[config.mk]
export PLATFORM = sky130hd
export DESIGN_NAME = fpe_cfg_regs
export DESIGN_NICKNAME = d
export VERILOG_FILES = /design/src/hdl/fpe_pkg.sv /design/src/hdl/fpe_cfg_regs.sv
export SDC_FILE = /design/constraint.sdc
export NUM_CORES = 1
export LEC_CHECK = 0
export BUFFER_PORTS_ARGS = -buffer_cell sky130_fd_sc_hd__buf_2
export CORE_MARGIN = 5
export CORE_UTILIZATION = 46
export DETAILED_ROUTE_END_ITERATION = 10
export PLACE_DENSITY = 0.73
export SETUP_SLACK_MARGIN = 0.2
export SKIP_CTS_REPAIR_TIMING = 1
export SLEW_MARGIN = 25
export SYNTH_ARGS = -nofsm -noshare
export SYNTH_HDL_FRONTEND = slang
export SYNTH_SLANG_ARGS = --single-unit
[constraint.sdc]
create_clock -name aclk -period 1.7 [get_ports aclk]
set_input_delay 0.085 -clock aclk [delete_from_list [all_inputs] [get_ports aclk]]
set_output_delay 0.085 -clock aclk [all_outputs]
set_load 0.01 [all_outputs]
[src/hdl/fpe_pkg.sv]
`timescale 1ns / 1ps
`default_nettype none
// ----------------------------------------------------------------------------
// fpe_pkg
// Types, register indexes and helper functions for the frustum plane
// extraction pipeline.
// ----------------------------------------------------------------------------
package fpe_pkg;

    localparam int unsigned VAL_W   = 32;
    localparam int unsigned PROD_W  = 64;
    localparam int unsigned RND_W   = 48;
    localparam int unsigned CLIP_W  = 49;
    localparam int unsigned PLANE_W = 50;
    localparam int unsigned COL_W   = 2;
    localparam int unsigned IDX_W   = 3;

    localparam logic [COL_W-1:0] COL_WCOMP = 2'd3;

    // Configuration register indexes.
    localparam logic [IDX_W-1:0] REG_PROJ_XX = 3'd0;
    localparam logic [IDX_W-1:0] REG_PROJ_YY = 3'd1;
    localparam logic [IDX_W-1:0] REG_PROJ_ZX = 3'd2;
    localparam logic [IDX_W-1:0] REG_PROJ_ZY = 3'd3;
    localparam logic [IDX_W-1:0] REG_PROJ_ZZ = 3'd4;
    localparam logic [IDX_W-1:0] REG_PROJ_ZW = 3'd5;
    localparam logic [IDX_W-1:0] REG_PROJ_WZ = 3'd6;

    localparam logic [VAL_W-1:0] Q16_ONE  = 32'h0001_0000;
    localparam logic [VAL_W-1:0] Q16_ZERO = 32'h0000_0000;

    typedef struct packed {
        logic signed [VAL_W-1:0] xx;
        logic signed [VAL_W-1:0] yy;
        logic signed [VAL_W-1:0] zx;
        logic signed [VAL_W-1:0] zy;
        logic signed [VAL_W-1:0] zz;
        logic signed [VAL_W-1:0] zw;
        logic signed [VAL_W-1:0] wz;
    } proj_t;

    typedef struct packed {
        logic [COL_W-1:0]         col;
        logic signed [VAL_W-1:0]  x;
        logic signed [VAL_W-1:0]  y;
        logic signed [VAL_W-1:0]  z;
        logic signed [VAL_W-1:0]  w;
    } view_t;

    typedef struct packed {
        logic [COL_W-1:0]         col;
        logic signed [PROD_W-1:0] xx;
        logic signed [PROD_W-1:0] zx;
        logic signed [PROD_W-1:0] yy;
        logic signed [PROD_W-1:0] zy;
        logic signed [PROD_W-1:0] zz;
        logic signed [PROD_W-1:0] zw;
        logic signed [PROD_W-1:0] wz;
    } prod_t;

    typedef struct packed {
        logic [COL_W-1:0]        col;
        logic signed [RND_W-1:0] xx;
        logic signed [RND_W-1:0] zx;
        logic signed [RND_W-1:0] yy;
        logic signed [RND_W-1:0] zy;
        logic signed [RND_W-1:0] zz;
        logic signed [RND_W-1:0] zw;
        logic signed [RND_W-1:0] wz;
    } rnd_t;

    typedef struct packed {
        logic [COL_W-1:0]         col;
        logic signed [CLIP_W-1:0] c0;
        logic signed [CLIP_W-1:0] c1;
        logic signed [CLIP_W-1:0] c2;
        logic signed [CLIP_W-1:0] c3;
    } clip_t;

    typedef struct packed {
        logic [COL_W-1:0]        col;
        logic signed [VAL_W-1:0] left;
        logic signed [VAL_W-1:0] right;
        logic signed [VAL_W-1:0] bottom;
        logic signed [VAL_W-1:0] top;
        logic signed [VAL_W-1:0] near;
        logic signed [VAL_W-1:0] far;
    } plane_t;

    // Q32.32 product to Q16.16, rounding half up.
    function automatic logic signed [RND_W-1:0] round_q16(input logic signed [PROD_W-1:0] p);
        logic signed [PROD_W-1:0] t;
        begin
            t = p + 64'sd32768;
            return t[PROD_W-1:PROD_W-RND_W];
        end
    endfunction

    // Clamp to the signed 32-bit range: in range when all upper bits match the sign.
    function automatic logic signed [VAL_W-1:0] sat32(input logic signed [PLANE_W-1:0] v);
        logic [PLANE_W-VAL_W:0] hi;
        begin
            hi = v[PLANE_W-1:VAL_W-1];
            if ((&hi) || !(|hi)) begin
                return v[VAL_W-1:0];
            end else if (v[PLANE_W-1]) begin
                return 32'sh8000_0000;
            end else begin
                return 32'sh7FFF_FFFF;
            end
        end
    endfunction

endpackage
`default_nettype wire

[src/hdl/fpe_cfg_regs.sv]
`timescale 1ns / 1ps
`default_nettype none
// ----------------------------------------------------------------------------
// fpe_cfg_regs
// Projection matrix entries, written through the configuration channel.
// ----------------------------------------------------------------------------
module fpe_cfg_regs
    import fpe_pkg::*;
(
    input  wire logic             aclk,
    input  wire logic             aresetn,
    input  wire logic             cfg_valid,
    output logic                  cfg_ready,
    input  wire logic [IDX_W-1:0] cfg_index,
    input  wire logic [VAL_W-1:0] cfg_data,
    output proj_t                 proj
);

    proj_t proj_reg;
    proj_t proj_next;

    assign cfg_ready = 1'b1;
    assign proj      = proj_reg;

    always_comb begin
        proj_next = proj_reg;
        if (cfg_valid) begin
            case (cfg_index)
                REG_PROJ_XX: proj_next.xx = cfg_data;
                REG_PROJ_YY: proj_next.yy = cfg_data;
                REG_PROJ_ZX: proj_next.zx = cfg_data;
                REG_PROJ_ZY: proj_next.zy = cfg_data;
                REG_PROJ_ZZ: proj_next.zz = cfg_data;
                REG_PROJ_ZW: proj_next.zw = cfg_data;
                REG_PROJ_WZ: proj_next.wz = cfg_data;
                default: ;  // Writes past the last register are dropped.
            endcase
        end
    end

    always_ff @(posedge aclk) begin
        if (!aresetn) begin
            proj_reg.xx <= Q16_ONE;
            proj_reg.yy <= Q16_ONE;
            proj_reg.zx <= Q16_ZERO;
            proj_reg.zy <= Q16_ZERO;
            proj_reg.zz <= Q16_ONE;
            proj_reg.zw <= Q16_ZERO;
            proj_reg.wz <= Q16_ZERO;
        end else begin
            proj_reg <= proj_next;
        end
    end

endmodule
`default_nettype wire

## Word-level counts from Yosys, hierarchy flattened

Index checks and enable logic that the tools add are counted.

- Bits of input ports: 38
- Output and inout bits: 225
- Bits in registers: 224
- Word-level logic and storage cells: 21

- Reduce and logical (&&, ||, !) cells: 8
- Equal/unequal tests: 6

Operators with widths:

| cell | count |
|---|---|
| AND reduction 2 bit | 7 |
| == test 3 bit (second input constant) | 3 |
| == test 3 x 2 -> 1 bit (second input constant) | 2 |
| == test 3 x 1 -> 1 bit (second input constant) | 1 |
| logical NOT 3 bit | 1 |

## Logic depth before layout (Yosys ltp)

- Depth in word-level cells: 2
- Gate-level depth with buffers: 5
- Gate-level depth less buffers: 2

## Least setup slack after synthesis

OpenSTA, ideal clock, no wires.

- Kind: input-to-reg
- From: in cfg_index[1]
- To: reg proj_reg, in the netlist proj[192]
- Buffers on the path: 2
- Data required time: 1.628 ns
- Setup time: 0.072 ns
- Path slack: 0.590 ns
- Cell stages on the path: 4
- Data arrival time: 1.037 ns
- Cells stage by stage: buf_2 -> nor4b_4 -> buf_6 -> mux2i_1

- Word-level cells in the longest chain between the ends: 2

Ends and longest elaborated chain:

| item | RTL line | source |
|---|---|---|
| start: declaration | fpe_cfg_regs.sv:14 | `input wire logic [IDX_W-1:0] cfg_index,` |
| logical NOT 3 bit | fpe_cfg_regs.sv:28 | `case (cfg_index)` |
| AND reduction 2 bit (no line) | -- |  |
| end signal: assignment | fpe_cfg_regs.sv:51 | `proj_reg <= proj_next;` |
| end: declaration | fpe_cfg_regs.sv:19 | `proj_t proj_reg;` |

No other way between the ends.
A chain may end at the register's enable or synchronous reset.

==> flow_summary.toml <==
[outcome]
status = "finished clean"

[worst_setup_path]
critical_path.top_delay_family = "buffers and inverters"
worstSetupPathType = "in2reg"
crit_buf_inv = 4
timing.critical_path.from_type = "input pin"
timing.critical_path.fanout_max = 32
worstSetupEndpointType = "flip-flop"
critical_path.max_stage_delay_ns = 0.57
slowest_stage = "sky130_fd_sc_hd__dlygate4sd3_1"
setup.reg_to_reg.worst_slack_ns = 1.05
worstRegToRegCells = 2
cp_cell_sequence = "dlygate4sd3_1 -> buf_6 -> buf_12 -> buf_4 -> nand2_1 -> mux2i_1"
crit_required_ns = 2.12
r2r-end = "proj[71]"
r2r-start = "proj[71]"
arrival_ns = 1.72

[power]
power.density_cell_area_nw_per_um2 = 1080
design_power_total_mw = 11.4
maximum_vdd_drop_mv = 0.706
p_leak_nw = 5.68

[final_layout]
design_area_um2 = 10500
design.final.nets = 1063
final_layout_size_suffix_gt1_frac = 0.311
fin_util = 0.609
antenna_cells = 0
flip_flop_count_of_the_largest_register_after_layout = 224
syn2layout_area_growth_pct = 30.0

[die]
chipHeight_um = 143
die_w_um = 143
floorplan.initialDensity = 0.469
row_count = 48
floorplan.core_area_um2 = 17300
boundaryPins = 263
die_area_um2 = 20400

[placement]
postPlaceCellArea_um2 = 9720
numPortBuffers = 261
place_congestion = 0.784
detailedPlacementHpwl_um = 14900

[routing]
dr.first_iter.drc_count = 222
drtAntennaViolNets = 0
routed_wire_per_std_cell_um = 17.3
route.vias.total = 6250
wl_met3_um = 1960
met1_length_um = 9330
detail_route.drc_violations = 0
detail_route.first_pass.iterations = 4
detail_route_met2_wl_um = 10200
avgViaCountPerCell = 4.94
drt_wl_total_um = 21900
dr.max_layer_used = "met4"

[timing]
tns_ns = 0
final.period_utilization = 0.767
setup-violations-final = 0
hold-worst-slack_ns = 0.00872
fin_crit_ns = 1.30
final_max_slew_viol_count = 0
upper_clock_frequency_limit_mhz = 767
rsz0062_at_grt = "false"
finalClockSkew_ns = 0
final_hold_viol_count = 0

[worst_hold_path]
worst_hold_startpoint = "cfg_data[19]"
worst_hold_path.num_cells = 3
worst_hold_path.endpoint = "proj[19]"
min-delay-path-class = "in2reg"

[logic_synthesis]
flops_latches_synth = 224
post_synth_main_area_contributors = "sky130_fd_sc_hd__dfxtp_1 55%, sky130_fd_sc_hd__mux2i_1 28%, sky130_fd_sc_hd__nand2_1 12%"
synthesis.area_per_instance_um2 = 10.5
synth_area_leader = "sky130_fd_sc_hd__dfxtp_1"
yosys_most_used_dff = "sky130_fd_sc_hd__dfxtp_1"
share_of_the_yosys_chip_area_belonging_to_registers = 0.553
post_synth_inst_count = 771
synth_top_cell_area_share = 0.553
synth_warnings = 0
synth.cells.most_frequent = "253 x sky130_fd_sc_hd__nand2_1, 224 x sky130_fd_sc_hd__dfxtp_1, 224 x sky130_fd_sc_hd__mux2i_1, 23 x sky130_fd_sc_hd__buf_2, 21 x sky130_fd_sc_hd__clkbuf_1"
number_of_enable_type_register_cells_in_the_synthesized_netlist = 0
synthArstFlopShare = 0
synth_most_common_cell = "sky130_fd_sc_hd__nand2_1"
number_of_different_library_cells_in_the_post_synthesis_netlist = 14
cell_area_after_synthesis_um2 = 8100
synth_fp_nets = 809

[cts]
cts.sinks = 224
numCtsBuffers = 23
ctsHtreeMaxLevel = 1
tritoncts = "built"
cts.path.max_buffers = 3
clk_latency_ns = 0.49
cts.reportedPaths.clkPinSlew_ns = 0.06
clk_root_buffer_cell = "sky130_fd_sc_hd__clkbuf_16"

[grt]
maximum_number_of_pins_on_one_net_before_global_route_repair = 39
overflow_left_after_global_routing = 0
grt_pass1_vias = 6265
grtUsageTotal = 0.205
number_of_antenna_violations_at_the_first_check_in_global_routing = 0
grt_pass1_wl_um = 33800

[flow_run]
cap_viol_max_count = 0
==> metal layers <==
layer,vias to the layer above,GRT usage
met3,27,0.0656
li1,3045,-
met5,-,0
met1,2972,0.259
met4,0,0.0455
met2,206,0.344
==> layout by cell type, fill, tap and decap left out <==
| cell type | count |
|---|---|
| sky130_fd_sc_hd__nand2_1 | 253 |
| sky130_fd_sc_hd__clkbuf_8 | 6 |
| sky130_fd_sc_hd__nand4b_1 | 3 |
| sky130_fd_sc_hd__inv_6 | 1 |
| sky130_fd_sc_hd__dlygate4sd3_1 | 2 |
| sky130_fd_sc_hd__conb_1 | 1 |
| sky130_fd_sc_hd__clkinv_2 | 2 |
| sky130_fd_sc_hd__dfxtp_1 | 224 |
| sky130_fd_sc_hd__nor4b_4 | 1 |
| sky130_fd_sc_hd__and4bb_2 | 1 |
| sky130_fd_sc_hd__nand4bb_4 | 2 |
| sky130_fd_sc_hd__mux2i_1 | 224 |
| sky130_fd_sc_hd__bufinv_16 | 3 |
| sky130_fd_sc_hd__clkbuf_16 | 23 |
| sky130_fd_sc_hd__buf_12 | 10 |
| sky130_fd_sc_hd__nor2b_1 | 4 |
| sky130_fd_sc_hd__clkbuf_1 | 6 |
| sky130_fd_sc_hd__buf_6 | 1 |
| sky130_fd_sc_hd__buf_2 | 260 |
| sky130_fd_sc_hd__buf_4 | 14 |
==> power breakdown <==
| part | internal (mW) | switching, mW |
|---|---|---|
| registers | 5.37 | 0.0589 |
| logic | 0.288 | 0.448 |
| clock network | 3.21 | 2.00 |
| total | 8.86 | 2.51 |
==> worst min-delay path, stage by stage <==
cell,delay [ns]
sky130_fd_sc_hd__buf_2,0.07
sky130_fd_sc_hd__nand2_1,0.15
sky130_fd_sc_hd__mux2i_1,0.16
==> stage by stage <==
stage                     instances  setup WS, ns
after CTS                      1264         0.588
after floorplan                 771         0.590
final                          1266         0.396
after detailed placement       1223         0.507
after global placement         1223         0.550
after global routing           1266         0.308
==> how the worst max path moves through the flow <==
stage	from	endpoint	cells after the start
after CTS	proj[209]	proj[209]	1
after floorplan	cfg_index[1]	proj[192]	4
final	aresetn	proj[71]	6
after global routing	aresetn	proj[71]	6
after detailed placement	cfg_index[2]	proj[181]	4
after global placement	cfg_index[0]	proj[197]	4
==> cell families (layout without fill, tap and decap cells) <==
| logic type | after synthesis | in the layout | share of synthesized area |
|---|---|---|---|
| buffers and inverters | 58 | 328 | 0.0388 |
| multiplexers | 224 | 224 | 0.277 |
| flip-flops | 224 | 224 | 0.553 |
| other | 1 | 1 | 0.000463 |
| AND/OR/NAND/NOR | 264 | 264 | 0.131 |
==> layout make-up <==
type | instances | area (um2)
Fill cell | 1462 | 6770
Sequential cell | 224 | 4480
Multi-Input combinational cell | 489 | 3340
Timing Repair Buffer | 287 | 1640
Clock buffer | 35 | 681
Tap cell | 225 | 282
Clock inverter | 6 | 109
No activity file was read; power rests on OpenSTA's default activity.
