### src/hdl/fpe_pkg.sv
`timescale 1ns / 1ps
`default_nettype none
// ----------------------------------------------------------------------------
// fpe_pkg
// Types, register indexes and helper functions for the frustum plane
// extraction pipeline.
// ----------------------------------------------------------------------------
package fpe_pkg;

    localparam int unsigned VAL_W   = 32;
    localparam int unsigned PROD_W  = 64;
    localparam int unsigned RND_W   = 48;
    localparam int unsigned CLIP_W  = 49;
    localparam int unsigned PLANE_W = 50;
    localparam int unsigned COL_W   = 2;
    localparam int unsigned IDX_W   = 3;

    localparam logic [COL_W-1:0] COL_WCOMP = 2'd3;

    // Configuration register indexes.
    localparam logic [IDX_W-1:0] REG_PROJ_XX = 3'd0;
    localparam logic [IDX_W-1:0] REG_PROJ_YY = 3'd1;
    localparam logic [IDX_W-1:0] REG_PROJ_ZX = 3'd2;
    localparam logic [IDX_W-1:0] REG_PROJ_ZY = 3'd3;
    localparam logic [IDX_W-1:0] REG_PROJ_ZZ = 3'd4;
    localparam logic [IDX_W-1:0] REG_PROJ_ZW = 3'd5;
    localparam logic [IDX_W-1:0] REG_PROJ_WZ = 3'd6;

    localparam logic [VAL_W-1:0] Q16_ONE  = 32'h0001_0000;
    localparam logic [VAL_W-1:0] Q16_ZERO = 32'h0000_0000;

    typedef struct packed {
        logic signed [VAL_W-1:0] xx;
        logic signed [VAL_W-1:0] yy;
        logic signed [VAL_W-1:0] zx;
        logic signed [VAL_W-1:0] zy;
        logic signed [VAL_W-1:0] zz;
        logic signed [VAL_W-1:0] zw;
        logic signed [VAL_W-1:0] wz;
    } proj_t;

    typedef struct packed {
        logic [COL_W-1:0]         col;
        logic signed [VAL_W-1:0]  x;
        logic signed [VAL_W-1:0]  y;
        logic signed [VAL_W-1:0]  z;
        logic signed [VAL_W-1:0]  w;
    } view_t;

    typedef struct packed {
        logic [COL_W-1:0]         col;
        logic signed [PROD_W-1:0] xx;
        logic signed [PROD_W-1:0] zx;
        logic signed [PROD_W-1:0] yy;
        logic signed [PROD_W-1:0] zy;
        logic signed [PROD_W-1:0] zz;
        logic signed [PROD_W-1:0] zw;
        logic signed [PROD_W-1:0] wz;
    } prod_t;

    typedef struct packed {
        logic [COL_W-1:0]        col;
        logic signed [RND_W-1:0] xx;
        logic signed [RND_W-1:0] zx;
        logic signed [RND_W-1:0] yy;
        logic signed [RND_W-1:0] zy;
        logic signed [RND_W-1:0] zz;
        logic signed [RND_W-1:0] zw;
        logic signed [RND_W-1:0] wz;
    } rnd_t;

    typedef struct packed {
        logic [COL_W-1:0]         col;
        logic signed [CLIP_W-1:0] c0;
        logic signed [CLIP_W-1:0] c1;
        logic signed [CLIP_W-1:0] c2;
        logic signed [CLIP_W-1:0] c3;
    } clip_t;

    typedef struct packed {
        logic [COL_W-1:0]        col;
        logic signed [VAL_W-1:0] left;
        logic signed [VAL_W-1:0] right;
        logic signed [VAL_W-1:0] bottom;
        logic signed [VAL_W-1:0] top;
        logic signed [VAL_W-1:0] near;
        logic signed [VAL_W-1:0] far;
    } plane_t;

    // Q32.32 product to Q16.16, rounding half up.
    function automatic logic signed [RND_W-1:0] round_q16(input logic signed [PROD_W-1:0] p);
        logic signed [PROD_W-1:0] t;
        begin
            t = p + 64'sd32768;
            return t[PROD_W-1:PROD_W-RND_W];
        end
    endfunction

    // Clamp to the signed 32-bit range: in range when all upper bits match the sign.
    function automatic logic signed [VAL_W-1:0] sat32(input logic signed [PLANE_W-1:0] v);
        logic [PLANE_W-VAL_W:0] hi;
        begin
            hi = v[PLANE_W-1:VAL_W-1];
            if ((&hi) || !(|hi)) begin
                return v[VAL_W-1:0];
            end else if (v[PLANE_W-1]) begin
                return 32'sh8000_0000;
            end else begin
                return 32'sh7FFF_FFFF;
            end
        end
    endfunction

endpackage
`default_nettype wire

### src/hdl/fpe_clip_stage.sv
`timescale 1ns / 1ps
`default_nettype none
// ----------------------------------------------------------------------------
// fpe_clip_stage
// Third stage: forms the clip matrix column c0..c3 without saturation.
// ----------------------------------------------------------------------------
module fpe_clip_stage
    import fpe_pkg::*;
(
    input  wire logic  aclk,
    input  wire logic  aresetn,
    input  wire logic  in_valid,
    output logic       in_ready,
    input  rnd_t       in_data,
    output logic       out_valid,
    input  wire logic  out_ready,
    output clip_t      out_data
);

    logic  valid_reg;
    clip_t data_reg;
    clip_t data_next;
    logic signed [RND_W-1:0] wz_term;

    assign in_ready  = !valid_reg || out_ready;
    assign out_valid = valid_reg;
    assign out_data  = data_reg;

    // The w entry only takes part in the w column.
    assign wz_term = (in_data.col == COL_WCOMP) ? $signed(in_data.wz) : '0;

    always_comb begin
        data_next.col = in_data.col;
        data_next.c0  = CLIP_W'($signed(in_data.xx)) + CLIP_W'($signed(in_data.zx));
        data_next.c1  = CLIP_W'($signed(in_data.yy)) + CLIP_W'($signed(in_data.zy));
        data_next.c2  = CLIP_W'($signed(in_data.zz)) + CLIP_W'(wz_term);
        data_next.c3  = CLIP_W'($signed(in_data.zw));
    end

    always_ff @(posedge aclk) begin
        if (!aresetn) begin
            valid_reg <= 1'b0;
        end else if (in_ready) begin
            valid_reg <= in_valid;
        end
    end

    always_ff @(posedge aclk) begin
        if (in_ready && in_valid) begin
            data_reg <= data_next;
        end
    end

endmodule
`default_nettype wire

### config.mk
export PLATFORM = sky130hd
export DESIGN_NAME = fpe_clip_stage
export DESIGN_NICKNAME = d
export VERILOG_FILES = /design/src/hdl/fpe_pkg.sv /design/src/hdl/fpe_clip_stage.sv
export SDC_FILE = /design/constraint.sdc
export NUM_CORES = 1
export LEC_CHECK = 0
export BUFFER_PORTS_ARGS = -buffer_cell sky130_fd_sc_hd__buf_4
export CORE_AREA = 10 10 201 203
export CTS_BUF_LIST = sky130_fd_sc_hd__clkbuf_4
export CTS_CLUSTER_SIZE = 20
export DETAILED_ROUTE_END_ITERATION = 12
export DIE_AREA = 0 0 211 213
export PLACE_DENSITY = 0.69
export SKIP_LAST_GASP = 1
export SYNTH_ARGS = -nofsm -noshare
export SYNTH_HDL_FRONTEND = slang
export SYNTH_SLANG_ARGS = --single-unit
### constraint.sdc
create_clock -name aclk -period 7.4 [get_ports aclk]
set_input_delay 0 -clock aclk [delete_from_list [all_inputs] [get_ports aclk]]
set_output_delay 0 -clock aclk [all_outputs]
set_load 0.005 [all_outputs]
# --- Word-level counts from Yosys, hierarchy flattened ---
# Index checks and enable logic that the tools add are counted.
word_totals:
  reg_bits: 198
  input_bits: 342
  output_inout_bits: 200
  wordCells: 14
op_classes:
  n_addsub: 3
  n_eq_ne: 1
  mux: 1
  reduce_logical: 3
ops:
  columns: ["cell", "n"]
  rows:
  - ["$add 48x48->49", 3]
  - ["$mux 48", 1]
  - ["$eq 2x2->1 const B", 1]
  - ["$logic_and 1x1->1", 1]
  - ["$logic_not 1->1", 1]
  - ["$logic_or 1x1->1", 1]

# --- Depth between registers and ports, before layout ---
logic_depth:
  depth_word: 3
  depth_mapped: 14

# --- Least setup slack after synthesis ---
# No wires, ideal clock.
synth_path:
  path_kind: "register to register"
  start: "reg valid_reg (netlist: out_valid)"
  end: "reg data_reg, in the netlist out_data[0], enable pin"
  setup_time_ps: 582
  arrival_time_ps: 4932
  required_ps: 6818
  path_slack_ps: 1886
  path_stages_with_launch: 3
  path_buffers: 0
  period_less_slack_ps: 5514
  path_cell_list: "dfxtp_1 > nand2b_1 > and2_1"
synth_via:
  elab_chain_cells: 3
synth_rtl:
  columns: ["item", "line", "rtl"]
  rows:
  - ["start, declared", "fpe_clip_stage.sv:20", "logic valid_reg;"]
  - ["start signal, assigned", "fpe_clip_stage.sv:44", "valid_reg <= in_valid;"]
  - ["$logic_not 1->1", "fpe_clip_stage.sv:25", "assign in_ready = !valid_reg || out_ready;"]
  - ["$logic_or 1x1->1", "fpe_clip_stage.sv:25", null]
  - ["named net in_ready", "fpe_clip_stage.sv:13", "output logic in_ready,"]
  - ["$logic_and 1x1->1", "fpe_clip_stage.sv:49", "if (in_ready && in_valid) begin"]
  - ["end signal, assigned", "fpe_clip_stage.sv:50", "data_reg <= data_next;"]
  - ["end, declared", "fpe_clip_stage.sv:21", "clip_t data_reg;"]
# The timed path passes the listed nets, and every way through them passes these cells.
# A chain may end at the register's enable or synchronous reset.

==> impl_metrics.yaml <==
worst_hold_path:
  hold_path.class: "in2reg"
  min_delay_worst_endpoint: "out_data[6]$_DFFE_PP_"
  hold_start: "in_data[54]"
  worstHoldPathCells: 2
critical_path:
  startpoint_type: "primary input"
  cp_data_required_time_ns: 7.83
  r2r_end: "out_data[80]$_DFFE_PP_"
  worstPathArrival_ns: 4.52
  path_class: "in2reg"
  cp_max_fo: 3
  worstRegToRegCells: 3
  r2r-start: "out_valid$_SDFFE_PN0N_"
  endpoint_kind: "flip-flop"
  worst-r2r-setup-slack_ns: 4.90
detailed_routing:
  wl_um: 59700
  vias_per_cell: 5.39
  drtIter0Drc: 1090
  drcViolationCount: 0
  vias: 15182
  first_pass_iters: 7
  ant_nets: 0
  wl_per_cell_um: 21.2
clock_tree:
  cts-resized-gates: 0
  cts_tree: "yes"
  cts_inserted_buffers: 17
  insertion_delay_ns: 0.67
  cts_sinks: 198
  htree_levels: 4
  root_buffer: "clkbuf_4"
  clock_path_buffers: 2
  clk_pin_slew_worst_paths_ns: 0.19
synth:
  synth_adder_area_share: 0.130
  synth_edf_count: 197
  syn_area_per_cell_um2: 10.0
  ys_warn_count: 0
  synth-compound-area-share: 0.212
  yosys.area.top_type: "edfxtp_1"
  synth-simple-area-share: 0.141
  synth_ff_type: "edfxtp_1"
  postSynthCellCount: 1428
  synthXorXnorAreaFrac: 0.0784
  ys_types: 70
  synth_mux_area_frac: 0.00140
  synth-seq-cells: 198
  async_reset_ff_frac: 0
  synth_top_cells_by_area: "edfxtp_1, ha_1, a21oi_1"
  synth_area_mm2: 0.0143
  ys_seq_area_frac: 0.415
  synth_nets: 1917
  synth_top_cell_area_share: 0.414
  synth_top_family_by_area: "compound AO/OA/AOI/OAI gates"
layout:
  multi_input_area_mm2: 0.00806
  fin_cells: 2817
  design_area_mm2: 0.0230
  post-route-util: 0.634
  final_nets: 2817
  fillers: 2889
  area_growth_pct: 60.7
  seq_area_mm2: 0.00594
  drive_gt1_frac: 0.253
status:
  status: "finished clean"
power_and_ir_drop:
  ir_drop_uv: 93.8
  p_sw_frac: 0.317
  pwr-share-seq: 0.410
  power.net_switching_mw: 1.11
  pwr-share-comb: 0.399
  pwr-share-clk: 0.191
  cellPowerDensity_mw_per_mm2: 153
  intPower_mw: 2.40
  p_leak_nw: 10.3
place:
  post-place-cells: 2390
  post-dp-hpwl_um: 44900
  io_buffers: 541
  gp_congestion: 0.908
  place_area_mm2: 0.0188
global_route:
  track_usage: 0.257
  gr-total-overflow: 0
  grt_antenna_before_repair: 7
  grt_max_degree: 80
  grt_pass1_vias: 15620
  grt_pass1_wl_um: 90500
timing:
  fin_setup_tns_ns: 0
  finClkSkew_ns: 0.0311
  worst_pin_slew_ns: 1.04
  rsz0062_at_grt: "no"
  holdWs_ns: 0.0480
  hold_viol: 0
  drv_slew: 0
  setup_violations: 0
  post-route-min-period_ns: 4.09
  slew-limit-headroom: 0.305
  min_period_over_period: 0.553
  timing.fmax_mhz: 244
floorplanning:
  ios: 542
  die_y_um: 213
  design.die.area_mm2: 0.0449
  die_w_um: 211
  start_util: 0.394
  core_mm2: 0.0363
  row_count: 70
job:
  drv_cap: 0
[worst max path at each step]
| stage | startpoint | endpoint | slack, ns | cells past startpoint |
|---|---|---|---|---|
| floorplan | out_valid$_SDFFE_PN0N_ | out_data[0]$_DFFE_PP_ | 1.89 | 2 |
| global placement | in_data[336] | out_data[93]$_DFFE_PP_ | 3.90 | 13 |
| detailed placement | in_data[336] | out_data[93]$_DFFE_PP_ | 3.85 | 13 |
| CTS | in_data[194] | out_data[143]$_DFFE_PP_ | 3.55 | 14 |
| global route | in_data[194] | out_data[143]$_DFFE_PP_ | 3.21 | 14 |
| finish | in_data[194] | out_data[143]$_DFFE_PP_ | 3.31 | 14 |
[power by group through the flow]
stage	combinational, mW	clock (mW)	sequential (mW)
after global placement	1.10	0	1.46
after floorplan	0.573	0	1.48
after detailed placement	1.11	0	1.47
final	1.40	0.672	1.44
after CTS	1.38	0.689	1.44
after global routing	1.52	0.727	1.45
[cells in the mapped netlist (4+ instances only)]
library cell / n
a221oi_1: 9
a2111oi_0: 4
and2_1: 12
and3_1: 59
edfxtp_1: 197
nand4_1: 30
a41oi_1: 4
o221ai_1: 4
or3_1: 4
a21boi_0: 6
xnor2_1: 84
nand2_1: 110
o2111ai_1: 5
a21o_1: 76
clkbuf_1: 47
a311oi_1: 5
o21ai_0: 59
ha_1: 144
xor2_1: 44
inv_1: 30
nand3_1: 24
nor2_1: 93
o31ai_1: 12
nand2b_1: 14
o211ai_1: 11
a211oi_1: 15
o21ai_1: 15
o21a_1: 16
nor2b_1: 15
o21bai_1: 20
a31oi_1: 17
nor4_1: 6
a21oi_1: 155
nor3_1: 23
[state kept, by name, indices dropped and copies added, names as in the netlist]
name,count
out_data,197
out_valid,1
[final cells by class]
| cell class | count | area share |
|---|---|---|
| Tap cell | 468 | 0.0255 |
| Inverter | 30 | 0.00490 |
| Clock buffer | 19 | 0.00621 |
| Antenna cell | 8 | 0.000871 |
| Multi-Input combinational cell | 1151 | 0.351 |
| Clock inverter | 13 | 0.00741 |
| Timing Repair Buffer | 930 | 0.346 |
| Sequential cell | 198 | 0.258 |
[placed cells by master, fill, tap and decap left out, types with 16 or more instances in the layout]
master	instances
o21a_1	16
xnor2_1	84
o21ai_0	59
nor2_1	93
nand4_1	30
and3_1	59
a31oi_1	17
xor2_1	44
a21oi_1	155
a21o_1	76
nand2_1	110
edfxtp_1	197
ha_1	144
nor3_1	23
dlygate4sd3_1	387
nand3_1	24
clkbuf_4	19
o21bai_1	20
buf_4	543
inv_1	30
[logic make-up (layout without fill, tap and decap cells)]
kind of cell / count (synthesis) / in the layout
AO/OA/AOI/OAI: 466 / 466
AND/OR/NAND/NOR: 408 / 408
flip-flops: 198 / 198
multiplexers: 2 / 2
buffers and inverters: 79 / 992
adder cells (fa/ha/maj): 147 / 147
other: 0 / 8
XOR/XNOR: 128 / 128
[layer usage]
| layer | global-route usage | part of all wire | vias up |
|---|---|---|---|
| met2 | 0.443 | 0.50 | 634 |
| met3 | 0.0553 | 0.069 | 105 |
| met1 | 0.304 | 0.40 | 7167 |
| met5 | 0 | 0.00018 | - |
| met4 | 0.105 | 0.034 | 2 |
| li1 | - | - | 7274 |
[through the flow]
step | total power, mW | setup slack (ns)
3_3_place_gp | 2.56 | 3.90
3_5_place_dp | 2.58 | 3.85
6_report | 3.52 | 3.31
5_1_grt | 3.70 | 3.21
2_1_floorplan | 2.06 | 1.89
4_1_cts | 3.51 | 3.55
[timing repair]
action / 4_1_cts / 5_1_grt
endpoints found under the hold margin: 207 / 1
hold buffers: 386 / 1
buffers inserted: 0 / 0
[critical path, stage by stage]
cell	delay (ns)
dlygate4sd3_1	0.55
buf_4	0.14
ha_1	0.29
dlygate4sd3_1	0.61
o21a_1	0.16
a21oi_1	0.10
nor3b_1	0.40
o211ai_1	0.22
a31oi_1	0.51
a21oi_1	0.28
o21ai_1	0.35
a41oi_1	0.19
xnor2_1	0.15
dlygate4sd3_1	0.55
(Power assumes the default switching activity.)
