$ cat src/hdl/fpe_pkg.sv
`timescale 1ns / 1ps
`default_nettype none
// ----------------------------------------------------------------------------
// fpe_pkg
// Types, register indexes and helper functions for the frustum plane
// extraction pipeline.
// ----------------------------------------------------------------------------
package fpe_pkg;

    localparam int unsigned VAL_W   = 32;
    localparam int unsigned PROD_W  = 64;
    localparam int unsigned RND_W   = 48;
    localparam int unsigned CLIP_W  = 49;
    localparam int unsigned PLANE_W = 50;
    localparam int unsigned COL_W   = 2;
    localparam int unsigned IDX_W   = 3;

    localparam logic [COL_W-1:0] COL_WCOMP = 2'd3;

    // Configuration register indexes.
    localparam logic [IDX_W-1:0] REG_PROJ_XX = 3'd0;
    localparam logic [IDX_W-1:0] REG_PROJ_YY = 3'd1;
    localparam logic [IDX_W-1:0] REG_PROJ_ZX = 3'd2;
    localparam logic [IDX_W-1:0] REG_PROJ_ZY = 3'd3;
    localparam logic [IDX_W-1:0] REG_PROJ_ZZ = 3'd4;
    localparam logic [IDX_W-1:0] REG_PROJ_ZW = 3'd5;
    localparam logic [IDX_W-1:0] REG_PROJ_WZ = 3'd6;

    localparam logic [VAL_W-1:0] Q16_ONE  = 32'h0001_0000;
    localparam logic [VAL_W-1:0] Q16_ZERO = 32'h0000_0000;

    typedef struct packed {
        logic signed [VAL_W-1:0] xx;
        logic signed [VAL_W-1:0] yy;
        logic signed [VAL_W-1:0] zx;
        logic signed [VAL_W-1:0] zy;
        logic signed [VAL_W-1:0] zz;
        logic signed [VAL_W-1:0] zw;
        logic signed [VAL_W-1:0] wz;
    } proj_t;

    typedef struct packed {
        logic [COL_W-1:0]         col;
        logic signed [VAL_W-1:0]  x;
        logic signed [VAL_W-1:0]  y;
        logic signed [VAL_W-1:0]  z;
        logic signed [VAL_W-1:0]  w;
    } view_t;

    typedef struct packed {
        logic [COL_W-1:0]         col;
        logic signed [PROD_W-1:0] xx;
        logic signed [PROD_W-1:0] zx;
        logic signed [PROD_W-1:0] yy;
        logic signed [PROD_W-1:0] zy;
        logic signed [PROD_W-1:0] zz;
        logic signed [PROD_W-1:0] zw;
        logic signed [PROD_W-1:0] wz;
    } prod_t;

    typedef struct packed {
        logic [COL_W-1:0]        col;
        logic signed [RND_W-1:0] xx;
        logic signed [RND_W-1:0] zx;
        logic signed [RND_W-1:0] yy;
        logic signed [RND_W-1:0] zy;
        logic signed [RND_W-1:0] zz;
        logic signed [RND_W-1:0] zw;
        logic signed [RND_W-1:0] wz;
    } rnd_t;

    typedef struct packed {
        logic [COL_W-1:0]         col;
        logic signed [CLIP_W-1:0] c0;
        logic signed [CLIP_W-1:0] c1;
        logic signed [CLIP_W-1:0] c2;
        logic signed [CLIP_W-1:0] c3;
    } clip_t;

    typedef struct packed {
        logic [COL_W-1:0]        col;
        logic signed [VAL_W-1:0] left;
        logic signed [VAL_W-1:0] right;
        logic signed [VAL_W-1:0] bottom;
        logic signed [VAL_W-1:0] top;
        logic signed [VAL_W-1:0] near;
        logic signed [VAL_W-1:0] far;
    } plane_t;

    // Q32.32 product to Q16.16, rounding half up.
    function automatic logic signed [RND_W-1:0] round_q16(input logic signed [PROD_W-1:0] p);
        logic signed [PROD_W-1:0] t;
        begin
            t = p + 64'sd32768;
            return t[PROD_W-1:PROD_W-RND_W];
        end
    endfunction

    // Clamp to the signed 32-bit range: in range when all upper bits match the sign.
    function automatic logic signed [VAL_W-1:0] sat32(input logic signed [PLANE_W-1:0] v);
        logic [PLANE_W-VAL_W:0] hi;
        begin
            hi = v[PLANE_W-1:VAL_W-1];
            if ((&hi) || !(|hi)) begin
                return v[VAL_W-1:0];
            end else if (v[PLANE_W-1]) begin
                return 32'sh8000_0000;
            end else begin
                return 32'sh7FFF_FFFF;
            end
        end
    endfunction

endpackage
`default_nettype wire

$ cat src/hdl/fpe_round_stage.sv
`timescale 1ns / 1ps
`default_nettype none
// ----------------------------------------------------------------------------
// fpe_round_stage
// Second stage: rounds every product half up to Q16.16 at full width.
// ----------------------------------------------------------------------------
module fpe_round_stage
    import fpe_pkg::*;
(
    input  wire logic  aclk,
    input  wire logic  aresetn,
    input  wire logic  in_valid,
    output logic       in_ready,
    input  prod_t      in_data,
    output logic       out_valid,
    input  wire logic  out_ready,
    output rnd_t       out_data
);

    logic valid_reg;
    rnd_t data_reg;
    rnd_t data_next;

    assign in_ready  = !valid_reg || out_ready;
    assign out_valid = valid_reg;
    assign out_data  = data_reg;

    always_comb begin
        data_next.col = in_data.col;
        data_next.xx  = round_q16(in_data.xx);
        data_next.zx  = round_q16(in_data.zx);
        data_next.yy  = round_q16(in_data.yy);
        data_next.zy  = round_q16(in_data.zy);
        data_next.zz  = round_q16(in_data.zz);
        data_next.zw  = round_q16(in_data.zw);
        data_next.wz  = round_q16(in_data.wz);
    end

    always_ff @(posedge aclk) begin
        if (!aresetn) begin
            valid_reg <= 1'b0;
        end else if (in_ready) begin
            valid_reg <= in_valid;
        end
    end

    always_ff @(posedge aclk) begin
        if (in_ready && in_valid) begin
            data_reg <= data_next;
        end
    end

endmodule
`default_nettype wire

$ cat config.mk
export PLATFORM = sky130hd
export DESIGN_NAME = fpe_round_stage
export DESIGN_NICKNAME = d
export VERILOG_FILES = /design/src/hdl/fpe_pkg.sv /design/src/hdl/fpe_round_stage.sv
export SDC_FILE = /design/constraint.sdc
export NUM_CORES = 1
export LEC_CHECK = 0
export BUFFER_PORTS_ARGS = -buffer_cell sky130_fd_sc_hd__buf_2
export CAP_MARGIN = 5
export CORE_AREA = 10 10 302 304
export DETAILED_ROUTE_END_ITERATION = 6
export DIE_AREA = 0 0 312 314
export PLACE_DENSITY = 0.45
export SETUP_SLACK_MARGIN = 0.2
export SKIP_CTS_REPAIR_TIMING = 1
export SYNTH_ARGS = -nofsm -noshare
export SYNTH_HDL_FRONTEND = slang
export SYNTH_SLANG_ARGS = --single-unit
$ cat constraint.sdc
create_clock -name aclk -period 21.7 [get_ports aclk]
set_clock_uncertainty 0.05 [all_clocks]
set_input_delay 1.085 -clock aclk [delete_from_list [all_inputs] [get_ports aclk]]
set_output_delay 1.085 -clock aclk [all_outputs]
set_load 0.02 [all_outputs]
### After elaboration in Yosys (flattened, before gate mapping)

Cells that the tools add are included.

| storage, ports and cells | value |
|---|---|
| input bits | 454 |
| bits in registers | 339 |

| operators by class | value |
|---|---|
| reduce and logical (&&, ||, !) cells | 3 |
| add/subtract/negate cells | 7 |

Operator list:

| operator | count |
|---|---|
| adder 64 x 17 -> 64 bit (second input constant) | 7 |
| logical AND 1 bit | 1 |
| logical NOT 1 bit | 1 |
| logical OR 1 bit | 1 |

### Depth between registers and ports, before layout

Gate-level depths: netlist of the first run.

| logic depth | value |
|---|---|
| depth in word-level cells | 3 |
| depth in mapped cells | 7 |
| gate-level depth less buffers | 6 |

### Least setup slack after synthesis of the first run

Ideal clock, no wire load.

| timing | value |
|---|---|
| kind | in2reg |
| from | input out_ready |
| to | register data_reg, in the netlist out_data[0], enable pin |
| stages | 2 |
| path slack | 11878 ps |
| arrival | 9030 ps |
| cells stage by stage | nand2b_1 and2_1 |

| on the way | value |
|---|---|
| longest elaborated chain between the ends | 2 |

Ends and longest elaborated chain:

| what | RTL line | RTL |
|---|---|---|
| from (decl) | fpe_round_stage.sv:16 | `input wire logic out_ready,` |
| logical OR 1 bit | fpe_round_stage.sv:24 | `assign in_ready = !valid_reg \|\| out_ready;` |
| logical AND 1 bit | fpe_round_stage.sv:48 | `if (in_ready && in_valid) begin` |
| to (signal assigned) | fpe_round_stage.sv:49 | `data_reg <= data_next;` |
| to (decl) | fpe_round_stage.sv:21 | `rnd_t data_reg;` |

No other way between the ends.
A chain may end at the register's enable or synchronous reset.

### Worst setup path in the final report of the first run

| timing | value |
|---|---|
| from | input out_ready |
| to | register data_reg, in the netlist out_data[128], enable pin |

Same word-level chain as after synthesis.

==> results of run 1 <==
cell usage after synthesis (all sizes together):
| library cell | n |
|---|---|
| xnor2 | 186 |
| nand2 | 128 |
| nor3 | 54 |
| nand3 | 138 |
| nand2b | 2 |
| or4 | 4 |
| nor4b | 1 |
| buf | 3 |
| nor4 | 33 |
| ha | 7 |
| or3 | 1 |
| inv | 32 |
| and3 | 44 |
| and4bb | 1 |
| xor2 | 143 |
| and4b | 1 |
| a21boi | 1 |
| and4 | 24 |
| or4b | 1 |
| clkbuf | 10 |
| nor2b | 1 |
| nand3b | 2 |
| dfxtp | 1 |
| nand4 | 89 |
| or2 | 5 |
| nor2 | 102 |
| edfxtp | 338 |
| and2 | 15 |
kinds of logic (layout without fill, tap and decap cells):
family	after synthesis	count (layout)	synth area share (%)
other	0	5	0
DFF	339	339	60.7
xor gates and xnor gates	329	329	17.2
and+or+nand+nor	646	646	20.4
AOI/OAI and AO/OA	1	1	0.0448
adders and majority gates	7	7	0.523
buffers and inverters	45	809	1.06
metal layers:
metal	share of wire [%]	track usage, %
met5	0.21	0
met4	3.2	4.32
met2	48	22.5
met3	11	6.67
met1	37	13.5
stage by stage:
stage / cell area (µm²) / setup slack, ns / cells
final: 23000 / 17.57 / 3280
after global routing: 23000 / 17.33 / 3277
after CTS: 23000 / 17.58 / 3275
after detailed placement: 21600 / 16.97 / 3196
after global placement: 21600 / 17.04 / 3196
after floorplan: 16700 / 11.88 / 1367
final cells by class:
type | instances | share of cell area [%]
antenna | 5 | 0.0543
clock buffer | 53 | 5.15
clock inverter | 26 | 0.815
inverter | 32 | 0.522
multi-input combinational | 983 | 27.8
sequential | 339 | 44.2
tap | 1144 | 6.22
timing repair buffer | 698 | 15.3
cell usage in the layout, fill, tap and decap left out, types with 27 or more instances in the layout:
| cell | instances |
|---|---|
| clkbuf_16 | 45 |
| edfxtp_1 | 338 |
| inv_1 | 32 |
| nand3_1 | 137 |
| nor2_1 | 102 |
| and3_1 | 44 |
| nor4_1 | 27 |
| nand2_1 | 128 |
| buf_2 | 688 |
| xnor2_1 | 186 |
| xor2_1 | 143 |
| nor3_1 | 47 |
| nand4_1 | 87 |
path summary, 6_finish.rpt:
check | endpoint | slack [ns] | startpoint
setup / recovery | out_data[128] | 17.57 | out_ready
hold / removal | out_valid | 0.52 | out_valid
setup reg to reg | out_data[128] | 17.88 | out_valid
hold reg to reg | out_valid | 0.52 | out_valid
power by group through the flow:
stage          clock network [mW]  logic, mW  registers (mW)
3_5_place_dp                    0      0.225           0.794
2_1_floorplan                   0     0.0506           0.855
4_1_cts                     0.733      0.225           0.781
6_report                    0.705      0.222           0.780
3_3_place_gp                    0      0.223           0.794
5_1_grt                     0.758      0.240           0.784
sequential cells by signal, indices dropped and copies added (netlist names):
register,flops
out_data,338
out_valid,1
worst max-delay path: stages:
cell      delay (ns)
buf_2           0.07
nand2b_1        0.13
and2_4          0.59
buf_4           0.69
buf_4           0.69
buf_4           0.81
==> metrics.txt, run 1 <==
Worst EP required 21.83 ns; sequential power share 45.7%; area of the multi-input gates 6400 µm²; type of the tightest min-delay check reg -> reg; root buf cell clkbuf_16; antenna violations before repair 18; Sw Ratio 26.6%; DIE WIDTH 312 µm; Worst Hold Path Cells 2; Design Power 1.71 mW; CP endpoint kind register; GP Congestion 0.896; vias 13.8k; FP Rows 107; DRC 0; CP max FO 69; Routed WL 67.5 mm; largest net degree at the start of global routing 70; Mapped Area 16700 µm²; Max VDD drop 41.8 µV; clock share of power 41.3%; DR iter-0 viols 876; die area 98000 µm²; Clock transition at path regs 0.06 ns; CTS buffer count 43; Syn Nets 1828; Cells after Synth 1367; first-pass GRT wire length 96.3 mm; Boundary Pins 794; CTS tree yes; Avg WL per Cell 20.6 µm; leakage 9.00 nW; Layout area overhead 37.5%; CP Launch Type input port; Post-layout nets 2558; clk sink count 339; worst hold slack 0.516 ns; Comb power frac 13.0%; P_sw 0.454 mW; Avg Cell Area, Syn 12.3 µm²; Core Util, Final 27.1%; share of the synthesized area in the top cell type 60.6%; synth warn 0; fill count 9046; Overflow after GRT 0; vias in the first global route 14.6k; TNS Setup 0 ns; leading area contributor after synthesis edfxtp_1; relative slew slack 20.4%; critical path type in -> reg; Avg Vias per Cell 4.19; core area 84900 µm²; worst-margin pin slew 1.18 ns; synth top area cells edfxtp_1 61%, xnor2_1 9.7%, xor2_1 7.5%; period utilisation layout 19.0%; maxcap violations 0; unrepaired setup endpoints after global routing false; DIE HEIGHT 314 µm; First-pass DRT Iterations 5; layout cells sized above 1 37.1%; Slew Limit Fails 0; Int Pwr 1.25 mW; FF+latch count, synth 339; Seq/Total Area, Yosys 60.7%; Starting Density 19.7%; register area 10200 µm²; Netlist cell types 37; port bufs 688; PwrDens 74.2 nW/µm²; Fin. Hold Viols 0; Detail Placement HPWL 56.2 mm; Arrival @ worst endpoint 4.26 ns; cells on worst reg2reg path 5; Setup Viol. Count Final 0; htree depth 2; outcome completed; Total GRT Usage 13.0%; Final ANT Viol Nets 0; clk_lat worst skew 0.55 ns; min cycle time layout 4.13 ns; Clock Path Buffers 3; Achievable Freq 242 MHz
(Power assumes the default switching activity.)
==> inputs of run 2 (changes only) <==
CORE_AREA = 10 10 297 299   (was 10 10 302 304)
DIE_AREA = 0 0 307 309   (was 0 0 312 314)
PLACE_DENSITY = 0.46   (was 0.45)
clock period = 3.86 ns   (was 21.7 ns; I/O delays follow)
==> run 2 against run 1 <==
Net effect: the run now ends with hold timing left; critical path depth rose by 2; final cell count rose by 9.1%; clock power rose to 5.4 times the previous value; worst setup slack got worse by 17 ns; largest power group unchanged; highest routed layer unchanged.
==> metrics.txt, run 2 (synthesized netlist as in run 1, its figures left out) <==
outcome complete, but fails checks; failing checks hold timing; Worst EP required 4.12 ns; die area 94900 µm²; layout cells sized above 1 31.4%; critical path type in -> reg; Avg WL per Cell 20.1 µm; worst-margin pin slew 0.925 ns; Max VDD drop 293 µV; Setup Viol. Count Final 0; Detail Placement HPWL 57.3 mm; CP endpoint kind register; PwrDens 370 nW/µm²; max FFs per register 338; commonest non-fill, non-tap cells in the layout 688 x buf_2, 362 x dlygate4sd3_1, 338 x edfxtp_1; Met1 Wirelength 28.7 mm; Starting Density 20.5%; Avg Vias per Cell 4.33; min cycle time layout 2.99 ns; Layout area overhead 58.9%; Fin. Hold Viols 1; met3 WL 6.38 mm; relative slew slack 38.4%; DR WL met2 35.3 mm; Achievable Freq 335 MHz; Slew Limit Fails 0; CP Launch Type input port; top sig layer met5; antenna violations before repair 7; DIE WIDTH 307 µm; port bufs 688; area of the multi-input gates 6400 µm²; worst hold slack -0.00965 ns; Post-layout nets 2931; Overflow after GRT 0; type of the tightest min-delay check in -> reg; maxcap violations 0; CTS tree yes; CTS buffer count 43; TNS Setup 0 ns; first-pass GRT wire length 97.5 mm; DIE HEIGHT 309 µm; largest net degree at the start of global routing 69; clk sink count 339; Total GRT Usage 13.6%; root buf cell clkbuf_16; Routed WL 72.0 mm; CP max FO 8; Clock Path Buffers 3; vias in the first global route 14.6k; leakage 10.5 nW; clk_lat worst skew 0.56 ns; GP Congestion 0.892; DRC 0; core area 81800 µm²; htree depth 2; Clock transition at path regs 0.06 ns; Final ANT Viol Nets 0; period utilisation layout 77.4%; FP Rows 105; fill count 8330; vias 15.5k; Arrival @ worst endpoint 3.25 ns; DR iter-0 viols 961; register area 10200 µm²; commonest non-fill, non-tap cell in the layout buf_2; unrepaired setup endpoints after global routing false; First-pass DRT Iterations 5; Boundary Pins 794
[run 2: power breakdown]
group / internal [mW] / total [mW] / switching (mW)
Clock: 2.23 / 3.84 / 1.61
Combinational: 0.666 / 1.60 / 0.930
Sequential: 4.32 / 4.39 / 0.0693
Total: 7.22 / 9.83 / 2.61
[run 2: worst paths after layout]
| check | cells after the start | to | from | slack, ns |
|---|---|---|---|---|
| max | 8 | out_data[139] | in_data[163] | 0.87 |
| min | 3 | out_data[119] | in_data[167] | -0.01 |
| max reg2reg | 3 | out_data[223] | out_valid | 1.75 |
| min reg2reg | 3 | out_valid | out_valid | 1.08 |
[run 2: final cells by class]
type	count	share of cell area, %
Sequential cell	339	38.2
Timing Repair Buffer	1071	27.2
Multi-Input combinational cell	983	24.1
Tap cell	1070	5.03
Clock buffer	58	4.34
Clock inverter	20	0.611
Inverter	32	0.451
Antenna cell	5	0.0470
[run 2: metal layers]
| layer | GRT usage (%) | vias to the layer above |
|---|---|---|
| li1 | - | 7241 |
| met1 | 15.9 | 7524 |
| met2 | 23.1 | 630 |
| met3 | 5.08 | 105 |
| met4 | 4.11 | 4 |
| met5 | 0 | - |
[run 2: through the flow]
stage               worst slack (ns)  cells  util (%)  power, mW  instance area (µm²)
finish                         0.871   3578      32.5       9.83                26600
CTS                             1.64   3211      28.1       9.67                23000
global route                   0.728   3575      32.5       10.3                26600
floorplan                      0.362   1367         -       5.04                16800
global placement                1.29   3133      26.5       5.74                21700
detailed placement              1.23   3133      26.5       5.75                21700
[run 2: worst max-delay path, stage by stage]
cell,delay (ns)
dlygate4sd3_1,0.54
buf_2,0.15
nand4_1,0.23
nor4_1,0.75
and3_1,0.49
nand4_1,0.17
xnor2_1,0.17
dlygate4sd3_1,0.55
==> inputs of run 3 (changes only) <==
clock period = 2.8 ns   (was 3.86 ns; I/O delays follow)
==> run 3 against run 2 <==
Net effect: the flow still finishes with violations (hold timing); die area unchanged; via count rose by 2.1%; cell area is 3.5% higher; critical endpoint is now out_data[136]; highest routed layer unchanged.
==> metrics.txt, run 3 (synthesized netlist as in run 1, its figures left out) <==
DR iter-0 viols 973; final worst slack 0.228 ns; post-place setup slack 0.402 ns; Final Non-Filler Cells 3665; PwrDens 498 nW/µm²; Fin. Hold Viols 3; worst-margin pin slew 0.841 ns; Detail Placement HPWL 57.8 mm; vias 15.8k; Avg WL per Cell 20.0 µm; failing checks hold timing; Routed WL 73.4 mm; vias in the first global route 14.5k; clk_lat worst skew 0.55 ns; Total GRT Usage 13.7%; P_sw 3.66 mW; Layout area overhead 64.4%; Core Util, Final 33.6%; unrepaired setup endpoints after global routing false; critical path type in -> reg; core area 81800 µm²; Avg Vias per Cell 4.32; Comb power frac 16.9%; root buf cell clkbuf_16; DIE HEIGHT 309 µm; antenna violations before repair 10; Slew Limit Fails 0; Worst EP required 3.06 ns; Overflow after GRT 0; CP max FO 7; CP endpoint kind register; min cycle time layout 2.57 ns; Setup Viol. Count Final 0; Achievable Freq 389 MHz; CTS tree yes; CTS buffer count 42; outcome complete, but fails checks; Boundary Pins 794; Design Power 13.7 mW; layout cells sized above 1 31.6%; maxcap violations 0; max FFs per register 338; Int Pwr 10.0 mW; period utilisation layout 91.9%; DIE WIDTH 307 µm; htree depth 2; DRC 0; largest net degree at the start of global routing 41; commonest non-fill, non-tap cell in the layout buf_2; Starting Density 20.5%; commonest non-fill, non-tap cells in the layout 688 x buf_2, 427 x dlygate4sd3_1, 338 x edfxtp_1; worst hold slack -0.0114 ns; Max VDD drop 448 µV; type of the tightest min-delay check in -> reg; First-pass DRT Iterations 5; CP Launch Type input port; clock share of power 39.0%; Placed Instances 3160; FP Rows 105; first-pass GRT wire length 98.4 mm; clk sink count 339; sequential power share 44.1%; GP Congestion 0.906; Arrival @ worst endpoint 2.83 ns; die area 94900 µm²; Final ANT Viol Nets 0; Clock transition at path regs 0.06 ns; relative slew slack 43.4%; Sw Ratio 26.7%; port bufs 688; Clock Path Buffers 3; Post-layout nets 3022; leakage 11.0 nW
==> run 3: changes by cell type in the layout (fill, tap and decap cells not counted), moves of 2 or more <==
cell,before,now
dlygate4sd3_1,362,427
clkinv_2,3,6
clkbuf_1,14,8
buf_12,2,7
clkinv_4,2,0
buf_4,19,41
==> run 3: cell type report <==
type | count | area, µm²
multi-input combinational | 983 | 6410
inverter | 32 | 120
sequential | 339 | 10200
fill | 8288 | 54300
timing repair buffer | 1163 | 8170
clock buffer | 51 | 1110
antenna | 4 | 10.0
clock inverter | 23 | 206
tap | 1070 | 1340
==> run 3: per-stage QoR <==
stage,setup TNS (ns),area [µm²]
floorplan,-182.09,16800
global placement,0,21900
detailed placement,0,21900
CTS,0,23200
global route,0,27500
finish,0,27500
==> run 3: path summary, 6_finish.rpt <==
path,from,endpoint,slack (ns),cells past startpoint
hold / removal,in_data[368],out_data[273],-0.01,4
setup / recovery,in_data[174],out_data[136],0.23,7
setup reg to reg,out_valid,out_data[319],0.95,3
hold reg to reg,out_valid,out_data[227],0.99,2
==> run 3: power by group through the flow <==
stage               sequential (mW)  clock, mW  combinational, mW
detailed placement             6.15          0               1.81
global placement               6.15          0               1.79
finish                         6.05       5.34               2.31
global route                   6.07       5.72               2.48
CTS                            6.05       5.52               1.81
floorplan                      6.56          0              0.395
==> run 3: worst max-delay path, cell delays in order <==
cell and delay [ns]:
dlygate4sd3_1 0.55, buf_2 0.15, nand4_1 0.26, nor4_2 0.77
nand3_1 0.22, xnor2_1 0.18, dlygate4sd3_1 0.55
==> run 3: per-layer routing <==
metal | track usage (%) | share of wire [%] | up-vias
met2 | 23.6 | 49 | 650
met1 | 15.7 | 38 | 7603
met5 | 0 | 0.057 | -
met4 | 4.13 | 2.9 | 8
met3 | 5.15 | 9.2 | 133
li1 | - | - | 7437
